File: src/sv/vem_pkg.sv
`timescale 1ns / 1ps
package vem_pkg;

    localparam int SAMPLE_BITS = 16;
    localparam int MAX_LENGTH  = 65536;
    localparam int CNT_W       = 17;
    localparam int SQ_W        = 50;
    localparam int XS_W        = 33;
    localparam int OUT_W       = 51;
    localparam int DVD_W       = 82;
    localparam int DVS_W       = 33;
    localparam int DIV_CNT_W   = 7;
    localparam int DIV_STEPS   = 82;
    localparam int RT_W        = 41;
    localparam int SQ_REM_W    = 43;
    localparam int SQRT_CNT_W  = 6;
    localparam int SQRT_STEPS  = 41;
    localparam int PROD_W      = 58;

    localparam logic [1:0] MODE_MSE  = 2'd0;
    localparam logic [1:0] MODE_RMSE = 2'd1;
    localparam logic [1:0] MODE_REL  = 2'd2;

    localparam logic [1:0] FLAG_OK    = 2'd0;
    localparam logic [1:0] FLAG_EMPTY = 2'd1;
    localparam logic [1:0] FLAG_ZERO  = 2'd2;
    localparam logic [1:0] FLAG_SAT   = 2'd3;

    localparam logic signed [OUT_W-1:0] OUT_MAX = {1'b0, {(OUT_W-1){1'b1}}};
    localparam logic signed [OUT_W-1:0] OUT_MIN = {1'b1, {(OUT_W-1){1'b0}}};

    typedef struct packed {
        logic signed [15:0] x_sample;
        logic signed [15:0] y_sample;
        logic               last_pair;
    } in_word_t;

    typedef struct packed {
        logic signed [50:0] error_value;
        logic [1:0]         error_flag;
    } out_word_t;

    typedef struct packed {
        logic acc;
        logic start_div1;
        logic start_sqrt;
        logic load_prod;
        logic start_div2;
        logic load_out;
    } vem_cmd_t;

    typedef struct packed {
        logic div_done;
        logic sqrt_done;
        logic n_zero;
        logic x_zero;
        logic mode_root;
        logic mode_rel;
        logic out_free;
    } vem_status_t;

endpackage

File: src/sv/vem_div.sv
`timescale 1ns / 1ps
module vem_div
    import vem_pkg::*;
(
    input  logic             clk,
    input  logic             rst_n,
    input  logic             start,
    input  logic [DVD_W-1:0] dividend,
    input  logic [DVS_W-1:0] divisor,
    output logic             done,
    output logic [DVD_W-1:0] quotient
);

    logic                 busy_reg, busy_next;
    logic                 done_reg, done_next;
    logic [DIV_CNT_W-1:0] cnt_reg, cnt_next;
    logic [DVD_W-1:0]     qr_reg, qr_next;
    logic [DVS_W-1:0]     rem_reg, rem_next;
    logic [DVS_W-1:0]     dvs_reg, dvs_next;
    logic [DVS_W:0]       shifted;
    logic [DVS_W:0]       trial;

    // restoring division, one quotient bit per cycle
    always_comb
    begin
        shifted   = {rem_reg, qr_reg[DVD_W-1]};
        trial     = shifted - {1'b0, dvs_reg};
        busy_next = busy_reg;
        done_next = 1'b0;
        cnt_next  = cnt_reg;
        qr_next   = qr_reg;
        rem_next  = rem_reg;
        dvs_next  = dvs_reg;
        if (start)
        begin
            busy_next = 1'b1;
            cnt_next  = '0;
            qr_next   = dividend;
            rem_next  = '0;
            dvs_next  = divisor;
        end
        else if (busy_reg)
        begin
            if (!trial[DVS_W])
            begin
                rem_next = trial[DVS_W-1:0];
                qr_next  = {qr_reg[DVD_W-2:0], 1'b1};
            end
            else
            begin
                rem_next = shifted[DVS_W-1:0];
                qr_next  = {qr_reg[DVD_W-2:0], 1'b0};
            end
            cnt_next = cnt_reg + 1'b1;
            if (cnt_reg == DIV_CNT_W'(DIV_STEPS - 1))
            begin
                busy_next = 1'b0;
                done_next = 1'b1;
            end
        end
    end

    always_ff @(posedge clk or negedge rst_n)
    begin
        if (!rst_n)
        begin
            busy_reg <= 1'b0;
            done_reg <= 1'b0;
            cnt_reg  <= '0;
        end
        else
        begin
            busy_reg <= busy_next;
            done_reg <= done_next;
            cnt_reg  <= cnt_next;
        end
    end

    always_ff @(posedge clk)
    begin
        qr_reg  <= qr_next;
        rem_reg <= rem_next;
        dvs_reg <= dvs_next;
    end

    assign done     = done_reg;
    assign quotient = qr_reg;

    a_div_latency: assert property (@(posedge clk) disable iff (!rst_n)
        start |=> ##(DIV_STEPS) done)
        else $error("divider done not on time");

endmodule

File: src/sv/vem_sqrt.sv
`timescale 1ns / 1ps
module vem_sqrt
    import vem_pkg::*;
(
    input  logic             clk,
    input  logic             rst_n,
    input  logic             start,
    input  logic [DVD_W-1:0] radicand,
    output logic             done,
    output logic [RT_W-1:0]  root
);

    logic                  busy_reg, busy_next;
    logic                  done_reg, done_next;
    logic [SQRT_CNT_W-1:0] cnt_reg, cnt_next;
    logic [DVD_W-1:0]      rad_reg, rad_next;
    logic [SQ_REM_W-1:0]   rem_reg, rem_next;
    logic [RT_W-1:0]       root_reg, root_next;
    logic [SQ_REM_W+1:0]   shifted;
    logic [SQ_REM_W+1:0]   trial;
    logic [SQ_REM_W+1:0]   diff;

    // two radicand bits per cycle
    always_comb
    begin
        shifted   = {rem_reg, rad_reg[DVD_W-1 -: 2]};
        trial     = (SQ_REM_W+2)'({root_reg, 2'b01});
        diff      = shifted - trial;
        busy_next = busy_reg;
        done_next = 1'b0;
        cnt_next  = cnt_reg;
        rad_next  = rad_reg;
        rem_next  = rem_reg;
        root_next = root_reg;
        if (start)
        begin
            busy_next = 1'b1;
            cnt_next  = '0;
            rad_next  = radicand;
            rem_next  = '0;
            root_next = '0;
        end
        else if (busy_reg)
        begin
            if (shifted >= trial)
            begin
                rem_next  = diff[SQ_REM_W-1:0];
                root_next = {root_reg[RT_W-2:0], 1'b1};
            end
            else
            begin
                rem_next  = shifted[SQ_REM_W-1:0];
                root_next = {root_reg[RT_W-2:0], 1'b0};
            end
            rad_next = {rad_reg[DVD_W-3:0], 2'b00};
            cnt_next = cnt_reg + 1'b1;
            if (cnt_reg == SQRT_CNT_W'(SQRT_STEPS - 1))
            begin
                busy_next = 1'b0;
                done_next = 1'b1;
            end
        end
    end

    always_ff @(posedge clk or negedge rst_n)
    begin
        if (!rst_n)
        begin
            busy_reg <= 1'b0;
            done_reg <= 1'b0;
            cnt_reg  <= '0;
        end
        else
        begin
            busy_reg <= busy_next;
            done_reg <= done_next;
            cnt_reg  <= cnt_next;
        end
    end

    always_ff @(posedge clk)
    begin
        rad_reg  <= rad_next;
        rem_reg  <= rem_next;
        root_reg <= root_next;
    end

    assign done = done_reg;
    assign root = root_reg;

    a_sqrt_latency: assert property (@(posedge clk) disable iff (!rst_n)
        start |=> ##(SQRT_STEPS) done)
        else $error("square root done not on time");

endmodule

File: src/sv/vem_dp.sv
`timescale 1ns / 1ps
module vem_dp
    import vem_pkg::*;
(
    input  logic        clk,
    input  logic        rst_n,
    input  vem_cmd_t    cmd,
    output vem_status_t status,
    input  in_word_t    in_data,
    input  logic        cfg_we,
    input  logic [1:0]  cfg_data,
    output logic        out_valid,
    input  logic        out_ready,
    output out_word_t   out_data
);

    logic [1:0]              mode_reg;
    logic [SQ_W-1:0]         sq_sum_reg, sq_sum_next;
    logic signed [XS_W-1:0]  x_sum_reg, x_sum_next;
    logic [CNT_W-1:0]        count_reg, count_next;
    logic [PROD_W-1:0]       prod_reg;
    logic                    out_valid_reg, out_valid_next;
    out_word_t               out_word_reg, out_word_next;

    logic signed [SAMPLE_BITS-1:0] xs, ys;
    logic signed [SAMPLE_BITS:0]   diff, neg_diff;
    logic [SAMPLE_BITS-1:0]        mag;
    logic [2*SAMPLE_BITS-1:0]      sq;
    logic                          room;
    logic [DVS_W-1:0]              x_mag;
    logic                          div_start;
    logic [DVD_W-1:0]              div_dividend, quot;
    logic [DVS_W-1:0]              div_divisor;
    logic                          div_done, sqrt_done;
    logic [RT_W-1:0]               root;
    logic [OUT_W-1:0]              neg_p;

    assign xs       = in_data.x_sample[SAMPLE_BITS-1:0];
    assign ys       = in_data.y_sample[SAMPLE_BITS-1:0];
    assign diff     = {xs[SAMPLE_BITS-1], xs} - {ys[SAMPLE_BITS-1], ys};
    assign neg_diff = -diff;
    assign mag      = diff[SAMPLE_BITS] ? neg_diff[SAMPLE_BITS-1:0] : diff[SAMPLE_BITS-1:0];
    assign sq       = mag * mag;
    assign room     = count_reg < CNT_W'(MAX_LENGTH);
    assign x_mag    = x_sum_reg[XS_W-1] ? DVS_W'(-x_sum_reg) : DVS_W'(x_sum_reg);

    always_comb
    begin
        sq_sum_next = sq_sum_reg;
        x_sum_next  = x_sum_reg;
        count_next  = count_reg;
        if (cmd.load_out)
        begin
            sq_sum_next = '0;
            x_sum_next  = '0;
            count_next  = '0;
        end
        else if (cmd.acc && room)
        begin
            sq_sum_next = sq_sum_reg + SQ_W'(sq);
            x_sum_next  = x_sum_reg + {{(XS_W-SAMPLE_BITS){xs[SAMPLE_BITS-1]}}, xs};
            count_next  = count_reg + 1'b1;
        end
    end

    // shared divider: first mean, then root times count over the magnitude of the sum of x
    assign div_start = cmd.start_div1 | cmd.start_div2;
    always_comb
    begin
        if (cmd.start_div2)
        begin
            div_dividend = DVD_W'(prod_reg);
            div_divisor  = x_mag;
        end
        else
        begin
            div_dividend = status.mode_root ? {sq_sum_reg, 32'd0}
                                            : DVD_W'({sq_sum_reg, 16'd0});
            div_divisor  = DVS_W'(count_reg);
        end
    end

    vem_div u_div (
        .clk      (clk),
        .rst_n    (rst_n),
        .start    (div_start),
        .dividend (div_dividend),
        .divisor  (div_divisor),
        .done     (div_done),
        .quotient (quot)
    );

    vem_sqrt u_sqrt (
        .clk      (clk),
        .rst_n    (rst_n),
        .start    (cmd.start_sqrt),
        .radicand (quot),
        .done     (sqrt_done),
        .root     (root)
    );

    assign neg_p = OUT_W'(0) - quot[OUT_W-1:0];

    // result selection and saturation
    always_comb
    begin
        out_word_next = out_word_reg;
        if (count_reg == '0)
        begin
            out_word_next.error_value = '0;
            out_word_next.error_flag  = FLAG_EMPTY;
        end
        else if (mode_reg == MODE_RMSE)
        begin
            out_word_next.error_value = OUT_W'(root);
            out_word_next.error_flag  = FLAG_OK;
        end
        else if (mode_reg == MODE_REL)
        begin
            if (x_sum_reg == '0)
            begin
                out_word_next.error_value = '0;
                out_word_next.error_flag  = FLAG_ZERO;
            end
            else if (x_sum_reg[XS_W-1])
            begin
                if (|quot[DVD_W-1:OUT_W] || (quot[OUT_W-1] && |quot[OUT_W-2:0]))
                begin
                    out_word_next.error_value = OUT_MIN;
                    out_word_next.error_flag  = FLAG_SAT;
                end
                else
                begin
                    out_word_next.error_value = neg_p;
                    out_word_next.error_flag  = FLAG_OK;
                end
            end
            else if (|quot[DVD_W-1:OUT_W-1])
            begin
                out_word_next.error_value = OUT_MAX;
                out_word_next.error_flag  = FLAG_SAT;
            end
            else
            begin
                out_word_next.error_value = {1'b0, quot[OUT_W-2:0]};
                out_word_next.error_flag  = FLAG_OK;
            end
        end
        else if (|quot[DVD_W-1:OUT_W-1])
        begin
            out_word_next.error_value = OUT_MAX;
            out_word_next.error_flag  = FLAG_SAT;
        end
        else
        begin
            out_word_next.error_value = {1'b0, quot[OUT_W-2:0]};
            out_word_next.error_flag  = FLAG_OK;
        end
    end

    always_comb
    begin
        out_valid_next = out_valid_reg;
        if (cmd.load_out)
            out_valid_next = 1'b1;
        else if (out_ready)
            out_valid_next = 1'b0;
    end

    always_ff @(posedge clk or negedge rst_n)
    begin
        if (!rst_n)
        begin
            mode_reg      <= MODE_MSE;
            sq_sum_reg    <= '0;
            x_sum_reg     <= '0;
            count_reg     <= '0;
            out_valid_reg <= 1'b0;
        end
        else
        begin
            if (cfg_we)
                mode_reg <= cfg_data;
            sq_sum_reg    <= sq_sum_next;
            x_sum_reg     <= x_sum_next;
            count_reg     <= count_next;
            out_valid_reg <= out_valid_next;
        end
    end

    always_ff @(posedge clk)
    begin
        if (cmd.load_prod)
            prod_reg <= root * count_reg;
        if (cmd.load_out)
            out_word_reg <= out_word_next;
    end

    assign status.div_done  = div_done;
    assign status.sqrt_done = sqrt_done;
    assign status.n_zero    = count_reg == '0;
    assign status.x_zero    = x_sum_reg == '0;
    assign status.mode_root = mode_reg == MODE_RMSE || mode_reg == MODE_REL;
    assign status.mode_rel  = mode_reg == MODE_REL;
    assign status.out_free  = !out_valid_reg || out_ready;

    assign out_valid = out_valid_reg;
    assign out_data  = out_word_reg;

    a_clear: assert property (@(posedge clk) disable iff (!rst_n)
        cmd.load_out |=> count_reg == '0 && x_sum_reg == '0 && sq_sum_reg == '0)
        else $error("accumulators not cleared after result");

    a_count: assert property (@(posedge clk) disable iff (!rst_n)
        cmd.acc && !cmd.load_out && room |=> count_reg == $past(count_reg) + 1'b1)
        else $error("pair count did not advance");

    a_no_overwrite: assert property (@(posedge clk) disable iff (!rst_n)
        cmd.load_out |-> status.out_free)
        else $error("result loaded over a pending word");

endmodule

File: src/sv/vem_ctrl.sv
`timescale 1ns / 1ps
module vem_ctrl
    import vem_pkg::*;
(
    input  logic        clk,
    input  logic        rst_n,
    input  logic        in_valid,
    input  logic        in_last,
    output logic        in_ready,
    input  vem_status_t status,
    output vem_cmd_t    cmd
);

    typedef enum logic [7:0] {
        S_IDLE    = 8'b00000001,
        S_CALC    = 8'b00000010,
        S_DIV1    = 8'b00000100,
        S_SQRT    = 8'b00001000,
        S_MUL     = 8'b00010000,
        S_DIV2_GO = 8'b00100000,
        S_DIV2    = 8'b01000000,
        S_OUT     = 8'b10000000
    } state_t;

    state_t state_reg, state_next;

    always_comb
    begin
        state_next = state_reg;
        cmd        = '0;
        in_ready   = 1'b0;
        case (state_reg)
            S_IDLE:
            begin
                in_ready = 1'b1;
                if (in_valid)
                begin
                    cmd.acc = 1'b1;
                    if (in_last)
                        state_next = S_CALC;
                end
            end
            S_CALC:
            begin
                if (status.n_zero)
                    state_next = S_OUT;
                else
                begin
                    cmd.start_div1 = 1'b1;
                    state_next     = S_DIV1;
                end
            end
            S_DIV1:
            begin
                if (status.div_done)
                begin
                    if (status.mode_root)
                    begin
                        cmd.start_sqrt = 1'b1;
                        state_next     = S_SQRT;
                    end
                    else
                        state_next = S_OUT;
                end
            end
            S_SQRT:
            begin
                if (status.sqrt_done)
                    state_next = (status.mode_rel && !status.x_zero) ? S_MUL : S_OUT;
            end
            S_MUL:
            begin
                cmd.load_prod = 1'b1;
                state_next    = S_DIV2_GO;
            end
            S_DIV2_GO:
            begin
                cmd.start_div2 = 1'b1;
                state_next     = S_DIV2;
            end
            S_DIV2:
            begin
                if (status.div_done)
                    state_next = S_OUT;
            end
            S_OUT:
            begin
                if (status.out_free)
                begin
                    cmd.load_out = 1'b1;
                    state_next   = S_IDLE;
                end
            end
            default:
            begin
                state_next = S_IDLE;
            end
        endcase
    end

    always_ff @(posedge clk or negedge rst_n)
    begin
        if (!rst_n)
            state_reg <= S_IDLE;
        else
            state_reg <= state_next;
    end

    a_last_starts: assert property (@(posedge clk) disable iff (!rst_n)
        in_valid && in_ready && in_last |=> state_reg == S_CALC)
        else $error("last word did not start the result");

    a_out_then_idle: assert property (@(posedge clk) disable iff (!rst_n)
        cmd.load_out |=> in_ready)
        else $error("not ready after result");

endmodule

File: src/sv/vector_error_metric_unit.sv
`timescale 1ns / 1ps
// input: a word without last_pair is taken in S_IDLE, one word per cycle while in_ready is high
// last word, mse: S_CALC, an 82-step divide, then the output register
// last word, rmse: the divide, then a 41-step square root
// last word, rmse over mean: then a multiply and a second 82-step divide
// input stays blocked until the result is loaded; a held output word adds its stall
// reset: async active low, clears mode (mse), accumulators and output valid
module vector_error_metric_unit
    import vem_pkg::*;
(
    input  logic       clk,
    input  logic       rst_n,
    input  logic       in_valid,
    output logic       in_ready,
    input  in_word_t   in_data,
    output logic       out_valid,
    input  logic       out_ready,
    output out_word_t  out_data,
    input  logic       cfg_we,
    input  logic [1:0] cfg_data
);

    // command and status between the sequencer and the datapath
    vem_cmd_t    cmd;
    vem_status_t status;

    // sequencer: accumulates words, then runs the divide and, by mode, root and second divide
    vem_ctrl u_ctrl (
        .clk      (clk),
        .rst_n    (rst_n),
        .in_valid (in_valid),
        .in_last  (in_data.last_pair),
        .in_ready (in_ready),
        .status   (status),
        .cmd      (cmd)
    );

    // datapath: accumulators, shared divider, square root, output register
    vem_dp u_dp (
        .clk       (clk),
        .rst_n     (rst_n),
        .cmd       (cmd),
        .status    (status),
        .in_data   (in_data),
        .cfg_we    (cfg_we),
        .cfg_data  (cfg_data),
        .out_valid (out_valid),
        .out_ready (out_ready),
        .out_data  (out_data)
    );

endmodule
File: config.mk
export PLATFORM = sky130hd
export DESIGN_NAME = vector_error_metric_unit
export DESIGN_NICKNAME = d
export VERILOG_FILES = /design/src/sv/vem_pkg.sv /design/src/sv/vem_div.sv /design/src/sv/vem_sqrt.sv /design/src/sv/vem_dp.sv /design/src/sv/vem_ctrl.sv /design/src/sv/vector_error_metric_unit.sv
export SDC_FILE = /design/constraint.sdc
export NUM_CORES = 2
export LEC_CHECK = 0
export BUFFER_PORTS_ARGS = -buffer_cell sky130_fd_sc_hd__buf_4
export CAP_MARGIN = 10
export CELL_PAD_IN_SITES_DETAIL_PLACEMENT = 0
export CELL_PAD_IN_SITES_GLOBAL_PLACEMENT = 1
export CORE_MARGIN = 2
export CORE_UTILIZATION = 51
export DETAILED_ROUTE_END_ITERATION = 8
export PLACE_DENSITY_LB_ADDON = 0.3
export SLEW_MARGIN = 20
export SYNTH_ARGS = -nofsm -noshare
export SYNTH_HDL_FRONTEND = slang
export SYNTH_SLANG_ARGS = --single-unit
export TNS_END_PERCENT = 100
File: constraint.sdc
create_clock -name clk -period 10.2 [get_ports clk]
set_input_delay 2.04 -clock clk [delete_from_list [all_inputs] [get_ports clk]]
set_output_delay 2.04 -clock clk [all_outputs]
set_load 0.01 [all_outputs]
Word level (Yosys, flattened, before mapping). Index checks and enable logic that the tools add are counted.

Bits in registers: 553. Input port bits: 40. Output and inout port bits: 55.

Add/subtract/negate cells: 11. $mul: 2. $lt $le $gt $ge: 2. Equal/unequal tests: 18. Muxes and demuxes: 65. Bitwise operators: 1. Reductions and logical operators: 20.

Operators by type and width (number): $mux 82 (6); $mux 53 (4); $mux 50 (2); $mux 33 (3); $mux 43 (2); $mux 8 (9); $pmux 8 s8 (1); $mul 41x17->58 (1); $mux 52 (1); $mux 17 (3); $sub 1x51->51 const A (1); $add 50x32->50 (1); $reduce_or 50->1 (1); $ge 45x43->1 (1); $sub 43x43->43 (1); $sub 34x33->34 (1); $add 33x33->33 (1); $logic_not 33->1 (1); $neg 33->33 (1); $mul 16x16->32 (1); $mux 32 (1); $reduce_or 32->1 (1); $reduce_or 31->1 (1); $mux 1 (28); 32 further kinds (46).

Logic depth before layout (Yosys ltp).
Depth after elaboration: 8. Depth in mapped cells: 39.

Hierarchy. A second synthesis with hierarchy kept.

Cells, all modules: 6902. Area, all modules: 63241.9 um2.

By module, submodules not included: vem_dp (instances 1, cells each 5161, area an instance 44527.7 um2); vem_sqrt (instances 1, cells each 987, area an instance 9872.0 um2); vem_div (instances 1, cells each 686, area an instance 8237.9 um2); vem_ctrl (instances 1, cells each 68, area an instance 604.3 um2).

Worst setup path before layout. Ideal clock, no wire load.

Path kind: input to register. Start: in in_data[17] in the netlist's numbering. End: reg u_dp.sq_sum_reg[39]. Arrival time: 10.479 ns. Setup slack: -0.411 ns. Stages on the path: 36. Buffers on the path: 1. Cells stage by stage: inv_1 ha_1 fa_1 nor2b_1 o31ai_1 a21oi_1 xor2_1 a221o_1 nor4b_2 a41oi_1 o21ai_1 xnor2_1 buf_2 inv_1 nand2_1 fa_1 inv_1 fa_1 fa_1 fa_1 fa_1 inv_1 fa_1 inv_1 ha_1 a21o_1 a21o_1 a21oi_1 nor2b_1 a2111oi_0 o221a_2 o31ai_1 a21oi_1 and3b_1 xnor2_1 nor2_1.

Longest elaborated chain between the ends: 7.

Ends and longest elaborated chain: start, declared (line vector_error_metric_unit.sv:15) `input in_word_t in_data,`; $sub 16x16->17 (*) (line vem_dp.sv:40) `assign diff = {xs[SAMPLE_BITS-1], xs} - {ys[SAMPLE_BITS-1], ys};`; $neg 16->16 (line vem_dp.sv:41) `assign neg_diff = -diff;`; $mux 16 (*) (line vem_dp.sv:42) `assign mag = diff[SAMPLE_BITS] ? neg_diff[SAMPLE_BITS-1:0] : diff[SAMPLE_BITS-1:0];`; $mul 16x16->32 (*) (line vem_dp.sv:43) `assign sq = mag * mag;`; $add 50x32->50 (*) (line vem_dp.sv:60) `sq_sum_next = sq_sum_reg + SQ_W'(sq);`; $mux 50 (*) (line vem_dp.sv:58) `else if (cmd.acc && room)`; $mux 50 (*) (line vem_dp.sv:52) `if (cmd.load_out)`; end signal, assigned (line vem_dp.sv:184) `sq_sum_reg <= sq_sum_next;`; end, declared (line vem_dp.sv:18) `logic [SQ_W-1:0] sq_sum_reg, sq_sum_next;`.

Every way passes the cells marked *; elsewhere a longest branch is shown, timed or not. The select of a mux whose other input is x is not followed. A chain may end at the register's enable or synchronous reset.

Worst setup path after layout.
Start: in in_data[17] in the netlist's numbering. End: reg u_dp.sq_sum_reg[48].

The elaborated chain is that of the path after synthesis.

==> flow_summary.ini <==
[floorplan]
row_count = 127
dieArea_mm2 = 0.124
initial_utilization_pct = 51.5
die_x_um = 352
pin_count = 95
die_y_um = 352
core-area_mm2 = 0.120

[worst_setup_path]
cp_common_cell = fa_1
start_kind = input pin
worst_r2r_path_depth = 22
slowest_stage = fa_1
cp_data_arrival_time_ps = 10550
end_kind = register
cp_slowest_stage_delay_ps = 560
critPathMaxFanout = 8
critical_path_class = input pin to register
required_ps = 10750

[clock_tree]
root_buffer = clkbuf_16
cts_made_buffers = 60
clkSinkCount = 553
clkSlewWorstSetupHoldPaths_ps = 60
htreeDepth = 2
clk_latency_ps = 650
holdBufCountCts = 0
cts_tree = built
clock_path_buffers = 3

[yosys]
syn_area_mm2 = 0.0618
ys_types = 92
netlist.area_leader.share_pct = 25.3
synth_top_area_cell = fa_1
synth_nets = 8199
yosys_warnings = 0
syn_area_per_cell_um2 = 8.82
synth_edf_count = 308
synth_commonest_cells = 1176 x nand2_1, 1055 x inv_1, 780 x fa_1
ys.flop_type = edfxtp_1
async_reset_ff_share_pct = 23.1
synthTopCellsByArea = fa_1 25%, edfxtp_1 15%, ha_1 7.6%
synth.most_common_cell = nand2_1
ys_seq_area_share_pct = 24.0
synth-seq-cells = 553
synthCells = 7005

[placed_design]
gp_congestion = 0.937
numPortBuffers = 94
hpwl_um = 138000

[hold_path]
holdPathStages = 2
hold_path_class = register to register

[global_routing]
grt_usage_pct = 29.4
grt_pass1_wl_um = 287000
grt_max_degree = 104
grt_overflow = 0
grt_pass1_vias = 50211
antenna_found_initial = 5

[routing]
totalWireLength_um = 182000
route.detailed.drc = 0
drt-pass1-iter-count = 5
drtIter0Drc = 4425
viasPerCell = 5.71
vias = 50205
ant_nets = 0
wl_per_cell_um = 20.7

[sta]
slew_headroom_pct = 24.0
period_minus_slack_ps = 10010
fin_skew_ps = 36.9
hold_ws_ps = 493
worst_pin_slew_ps = 1140
fmax_mhz = 99.9
slew_violations = 0
setup_viol = 0
finalCritPeriodShare_pct = 98.1
rsz0062_at_grt = true
hold_violations = 0

[outcome]
status = finished, final reports clean

[final_layout]
drive_gt1_share_pct = 9.93
nNetsFinal = 8324
n_fill_cell = 10806
syn_to_final_growth_pct = 10.8
diodes = 0

[run]
cap_violations = 0
-- final timing paths --
check / from / end / slack [ps]
setup reg to reg: u_dp.count_reg[5] / u_dp.prod_reg[47] / 1690
min in group asynchronous: rst_n / u_dp.mode_reg[0] / 1380
hold / removal: u_dp.u_sqrt.rem_reg[16] / u_dp.u_sqrt.rem_reg[16] / 490
setup / recovery: in_data[17] / u_dp.sq_sum_reg[48] / 190
hold reg to reg: u_dp.u_sqrt.rem_reg[16] / u_dp.u_sqrt.rem_reg[16] / 490
max in group asynchronous: rst_n / u_dp.count_reg[16] / 7320
-- area by class of cell --
| class | count | area [um2] | share of cell area (%) |
|---|---|---|---|
| Multi-Input combinational cell | 5003 | 42100 | 61.5 |
| Sequential cell | 553 | 14800 | 21.7 |
| Timing Repair Buffer | 450 | 3480 | 5.08 |
| Clock inverter | 27 | 330 | 0.483 |
| Inverter | 1062 | 3990 | 5.83 |
| Tap cell | 1612 | 2020 | 2.95 |
| Clock buffer | 87 | 1730 | 2.52 |
-- cell usage in the layout (no fill, tap or decap), types with 57 or more instances in the layout --
cell,count
fa_1,778
a21oi_1,291
inv_1,1048
nand2_1,1170
clkbuf_16,63
nor2_1,386
edfxtp_1,308
xnor2_1,133
and2_1,188
dfrtp_1,111
buf_4,435
ha_1,364
a31oi_1,57
nor3_1,79
dfxtp_1,116
nand3_1,129
a21o_1,115
xor2_1,133
o21ai_0,351
mux2i_1,104
-- worst max-delay path: cells and delay by family --
| family | cells | cell delay [ps] |
|---|---|---|
| xor+xnor | 2 | 480 |
| fa+ha+maj | 9 | 3890 |
| simple gates | 9 | 1270 |
| compound gates | 10 | 1690 |
| buf+inv | 12 | 1170 |
-- logic make-up (layout without fill, tap and decap cells) --
family / Yosys count / count (layout) / synth area share [%]
buffers and inverters: 1449 / 1626 / 8.85
and+or+nand+nor: 2295 / 2295 / 16.8
adders and majority gates: 1154 / 1154 / 32.9
xor gates and xnor gates: 281 / 281 / 4.01
muxes: 108 / 108 / 1.76
DFF: 553 / 553 / 24.0
AOI/OAI and AO/OA: 1165 / 1165 / 11.8
-- routing by layer --
metal | wire [um] | track usage, %
met2 | 83600 | 46.6
met3 | 14900 | 4.94
met4 | 4940 | 7.86
met5 | 13 | 0
met1 | 79000 | 41.7
-- per-stage QoR --
| stage | TNS (ps) | util [%] | std cells | area (um2) | setup slack (ps) |
|---|---|---|---|---|---|
| 2_1_floorplan | -0.977 | - | 7005 | 61800 | -0.977 |
| 3_3_place_gp | -16870 | 54.7 | 8650 | 65600 | -880 |
| 3_5_place_dp | -20940 | 54.7 | 8651 | 65600 | -1020 |
| 4_1_cts | 0 | 56.5 | 8767 | 67800 | 0.431 |
| 5_1_grt | -404 | 57.0 | 8794 | 68400 | -117 |
| 6_report | 0 | 57.0 | 8794 | 68400 | 191 |
-- what timing repair did --
item	in CTS	in global routing
endpoints found under the hold margin	0	0
cloned	0	1
gates resized for setup	12	89
endpoints found under the setup margin	17	24
setup buffers	2	25
pin swaps	7	44
Power is left out: the tool's default activity adds up to more than one toggle a clock period on the data nets, which glitch-free logic cannot reach.
